[config.mk]
export PLATFORM = sky130hd
export DESIGN_NAME = wsff_pi_integ
export DESIGN_NICKNAME = d
export VERILOG_FILES = /design/src/rtl/wsff_pi_pkg.sv /design/src/rtl/wsff_pi_integ.sv
export SDC_FILE = /design/constraint.sdc
export NUM_CORES = 1
export LEC_CHECK = 0
export ABC_CLOCK_PERIOD_IN_PS = 17700
export BUFFER_PORTS_ARGS = -buffer_cell sky130_fd_sc_hd__buf_4
export CAP_MARGIN = 20
export CORE_MARGIN = 1.5
export CORE_UTILIZATION = 40
export DETAILED_ROUTE_END_ITERATION = 16
export GPL_TIMING_DRIVEN = 0
export PLACE_DENSITY = 0.69
export SETUP_SLACK_MARGIN = 0.05
export SYNTH_ARGS = -nofsm -noshare
export SYNTH_HDL_FRONTEND = slang
export SYNTH_SLANG_ARGS = --single-unit
[constraint.sdc]
create_clock -name vclk -period 17.7
set_input_delay 3.54 -clock vclk [all_inputs]
set_output_delay 3.54 -clock vclk [all_outputs]
set_load 0.05 [all_outputs]
[src/rtl/wsff_pi_pkg.sv]
`timescale 1ns / 1ps

package wsff_pi_pkg;

  // Field and datapath widths (all fixed by the field formats)
  localparam int TGT_W    = 16;   // target, integer ticks/s
  localparam int MEAS_W   = 20;   // measured speed, Q.4
  localparam int ERR_W    = 21;   // error, Q.4
  localparam int GAIN_W   = 24;   // gains, unsigned Q8.16
  localparam int ICPT_W   = 26;   // intercept, unsigned Q.16
  localparam int LIM_W    = 10;   // per-mille limits
  localparam int DUTY_W   = 11;   // signed per-mille duty
  localparam int INTEG_W  = 28;   // integrator, signed Q.16
  localparam int KFF_W    = 41;   // kff * target
  localparam int PROD_W   = 46;   // gain * error, Q.20
  localparam int STEP_W   = 42;   // integrator step, Q.16
  localparam int FFP_W    = 48;   // feedforward plus proportional, Q.20
  localparam int INEXT_W  = 43;   // integrator candidate, Q.16
  localparam int SUM_W    = 50;   // candidate and final sums, Q.20
  localparam int CFG_IDX_W  = 3;
  localparam int CFG_DATA_W = 26;

  localparam logic [LIM_W-1:0] LIMIT_RST = LIM_W'(1000);

  typedef enum logic [1:0] {
    CMD_SET    = 2'd0,
    CMD_UPDATE = 2'd1,
    CMD_CLEAR  = 2'd2
  } cmd_e;

  typedef enum logic [CFG_IDX_W-1:0] {
    REG_KFF        = 3'd0,
    REG_INTERCEPT  = 3'd1,
    REG_PROP       = 3'd2,
    REG_INTEG_GAIN = 3'd3,
    REG_DUTY_LIM   = 3'd4,
    REG_INTEG_LIM  = 3'd5
  } cfg_reg_e;

  // Per-item control carried from the product stage to the integrator stage
  typedef struct packed {
    logic upd;      // update with a nonzero target
    logic clr;      // clear integrator, duty and flag
    logic adv;      // integrator may advance
    logic err_pos;  // error above zero
    logic err_neg;  // error below zero
  } s1_ctrl_t;

endpackage

[src/rtl/wsff_pi_integ.sv]
`timescale 1ns / 1ps

// Integrator update with conditional integration and clamping
module wsff_pi_integ (
  input  logic signed [wsff_pi_pkg::INTEG_W-1:0] integ_i,
  input  logic signed [wsff_pi_pkg::FFP_W-1:0]   ffp_i,
  input  logic signed [wsff_pi_pkg::STEP_W-1:0]  step_i,
  input  wsff_pi_pkg::s1_ctrl_t                  ctrl_i,
  input  logic [wsff_pi_pkg::LIM_W-1:0]          duty_limit_i,
  input  logic [wsff_pi_pkg::LIM_W-1:0]          integ_limit_i,
  output logic signed [wsff_pi_pkg::INTEG_W-1:0] integ_o
);
  import wsff_pi_pkg::*;

  logic signed [INEXT_W-1:0] i_next;
  logic signed [INEXT_W-1:0] ilim;
  logic signed [INEXT_W-1:0] i_clamped;
  logic signed [SUM_W-1:0]   cand;
  logic signed [SUM_W-1:0]   dlim;
  logic                      hold;

  // Candidate integrator and the duty it would give
  assign i_next = INEXT_W'(integ_i) + INEXT_W'(step_i);
  assign cand   = SUM_W'(ffp_i) + (SUM_W'(i_next) <<< 4);
  assign dlim   = $signed({{(SUM_W-LIM_W-20){1'b0}}, duty_limit_i, 20'b0});
  assign ilim   = $signed({{(INEXT_W-LIM_W-16){1'b0}}, integ_limit_i, 16'b0});

  // Hold when the step would push further past the duty limit
  assign hold = ((cand > dlim) && ctrl_i.err_pos) || ((cand < -dlim) && ctrl_i.err_neg);

  always_comb begin
    i_clamped = i_next;
    if (i_next > ilim) begin
      i_clamped = ilim;
    end
    if (i_next < -ilim) begin
      i_clamped = -ilim;
    end
  end

  always_comb begin
    integ_o = integ_i;
    if (ctrl_i.clr) begin
      integ_o = '0;
    end else if (ctrl_i.upd && ctrl_i.adv && !hold) begin
      integ_o = INTEG_W'(i_clamped);
    end
  end

endmodule

==> results.md <==
* CP endpoint: integ_o[26]
* Hold depth at 4
* Endpoint class of the critical path: output port
* RSZ-0062 raised after global routing: no
* First-pass GRT wire length at 48.51 mm
* Hold Startpoint: integ_i[23]
* Maxcap violations at 0
* Most frequent cell after synthesis: ha_1
* Post-Synth Adder-Cell Area at 0.2421
* Yosys top cell area share at 0.2376
* Antenna viol nets, final at 0
* Register area at 0 um2
* Top post-synthesis cells by area: ha_1 24%, a21oi_1 7.0%, nand2_1 5.6%
* Multi-input combinational cell area at 8407 um2
* Total track usage at 0.2479
* Max-slew violation total from the final report at 0
* Final hold violation count at 0
* CP max stage cell: a2111oi_0
* Period minus WS final at 15.91 ns
* Slew margin rel. at 0.4498
* Max Clock Freq at 62.85 MHz
* Drt first-iter violations at 738
* Setup Buffers After CTS at 0
* Period utilization at 0.8990
* Via density at 6.041
* Mean routed wirelength per cell at 17.65 um
* Nets at 1788
* Min-delay worst type: input pin to output port
* Post-route insts no fill at 1751
* Synth Area in Compound Gates at 0.3206
* DRT Wirelength at 30.90 mm
* Post-Synth XOR/XNOR Area at 0.07533
* Final setup violation count at 0
* Area Growth Syn to Fin at 18.06%
* Peak supply drop at 26.30 uV
* Die Ht at 152.6 um
* Crit start category: input pin
* Inst Count DP at 1750
* CP peak stage delay at 0.66 ns
* Seq Cell Count at 0
* Status: complete, no violations
* Met3 WL post-DR at 1.765 mm
* CTS Hold Buffers Added at 0
* Post-Route M1 WL at 14.35 mm
* PD cells at 66.96 nW/um2
* Fillers at 2275
* Die width at 152.6 um
* Beginning of the critical path: integ_i[0]
* Synthesized Nets at 1617
* CLK BUF at 0
* Cell leakage power at 5.038 nW
* Met2 wire len at 14.21 mm
* Sum Neg Setup Slack at 0 ns
* Synth warnings at 0
* Tightest Pin Transition at 0.8203 ns
* Core Area at 21890 um2
* Sequential-to-total area share from yosys stat at 0
* Post-synth top area cell: ha_1
* Post-CTS Resized at 0
* Buffers on Ports at 168
* Largest net degree at the start of global routing at 17
* Highest Signal Layer: met4
* Syn Area/Cell at 6.876 um2
* Synth top cells by count: 170 x ha_1, 134 x nand2_1, 125 x a21oi_1, 83 x nor2_1, 75 x o21ai_0
* Row cnt at 54
* Final HPWL DP at 26.77 mm
* Antenna diodes at 0
* Vias in the first global route at 9757
* Crit Path Class: input pin to output port
* Final global-route overflow total at 0
* Initial core utilization at 0.4090
* Area of the mapped netlist at 8952 um2
* Crit path max-delay family: compound AO/OA/AOI/OAI gates
* Number of cells on the critical path at 34
* RD Place Congestion at 0.9264
* Total number of vias at 10580
* Main combinational cell family by area after synthesis: compound AO/OA/AOI/OAI gates
* Count of cell types in the netlist at 78
* Area share of and/or/nand/nor cells after synthesis at 0.2531
* Post-synthesis mux area share at 0.04794
* Antenna violations before repair at 0
* Die ar. at 23290 um2
* Critical Path AT at 12.37 ns
* Most frequent CP cell: a21o_1
* Layout cells sized above 1 at 0.1414
* Post-Synthesis Cells at 1302
* DR pass1 iterations at 6
* Crit Path Max Fanout at 10
* Critical path buffers and inverters at 5
* Ports at 171
* Worst Path Required at 14.16 ns
* DRC at 0
## where the power goes
part	internal (mW)	switching [mW]	leakage, nW
Clock	0	0	0
Sequential	0	0	0
Combinational	0.271	0.436	5.04
Total	0.271	0.436	5.04
## cell usage in the layout, fill, tap and decap left out, drive strengths merged, types with 7 or more instances in the layout
cell type and n:
buf 177, ha 170, nand2 134, a21oi 128, nor2 83, o21ai 80, inv 68, nor3 59
a21o 54, clkbuf 52, nand4 48, xnor2 45, xor2 32, nand3 31, mux2i 29, o211ai 22
nor4 21, a31oi 19, o21a 16, o21bai 15, nor2b 14, mux2 12, and3 10, a211oi 10
a2111oi 10, or3 9, nand2b 9, and4 8, a221oi 8, o31ai 7
## cells by family (layout without fill, tap and decap cells)
| logic type | Yosys count | in the layout |
|---|---|---|
| buf+inv | 128 | 297 |
| mux | 41 | 41 |
| simple gates | 455 | 455 |
| xor+xnor | 77 | 77 |
| compound gates | 429 | 429 |
| fa+ha+maj | 172 | 172 |
## layer usage
| metal | GRT usage | vias to the layer above |
|---|---|---|
| met5 | 0 | - |
| met4 | 0.04441 | 0 |
| met3 | 0.01451 | 38 |
| met2 | 0.4288 | 372 |
| met1 | 0.3408 | 4875 |
| li1 | - | 5292 |
## worst min-delay path by stage
stage,to,slack (ns)
3_3_place_gp,integ_o[19],7.49
2_1_floorplan,integ_o[18],7.43
5_1_grt,integ_o[0],7.51
4_1_cts,integ_o[19],7.50
3_5_place_dp,integ_o[19],7.49
6_report,integ_o[23],7.49
## worst min-delay path, cell delays in order
cell	delay, ns
buf_4	0.11
nand2_1	0.05
mux2i_1	0.06
buf_4	0.19
## per-stage QoR
step / power, mW / util / hold WS [ns] / setup WS, ns / cell area [um2]
2_1_floorplan: 0.5104 / - / 7.426 / 3.293 / 8952
3_3_place_gp: 0.6855 / 0.4826 / 7.493 / 2.102 / 10560
3_5_place_dp: 0.6939 / 0.4826 / 7.493 / 1.942 / 10560
4_1_cts: 0.6977 / 0.4826 / 7.497 / 1.922 / 10560
5_1_grt: 0.7831 / 0.4828 / 7.509 / 1.429 / 10570
6_report: 0.7077 / 0.4828 / 7.493 / 1.788 / 10570
## layout make-up
type	instances	share of cell area
Inverter	68	0.02415
Tap cell	280	0.03315
Multi-Input combinational cell	1174	0.7954
Buffer	60	0.02747
Timing Repair Buffer	169	0.1198
Note: power is estimated with default switching activity, not from simulation.
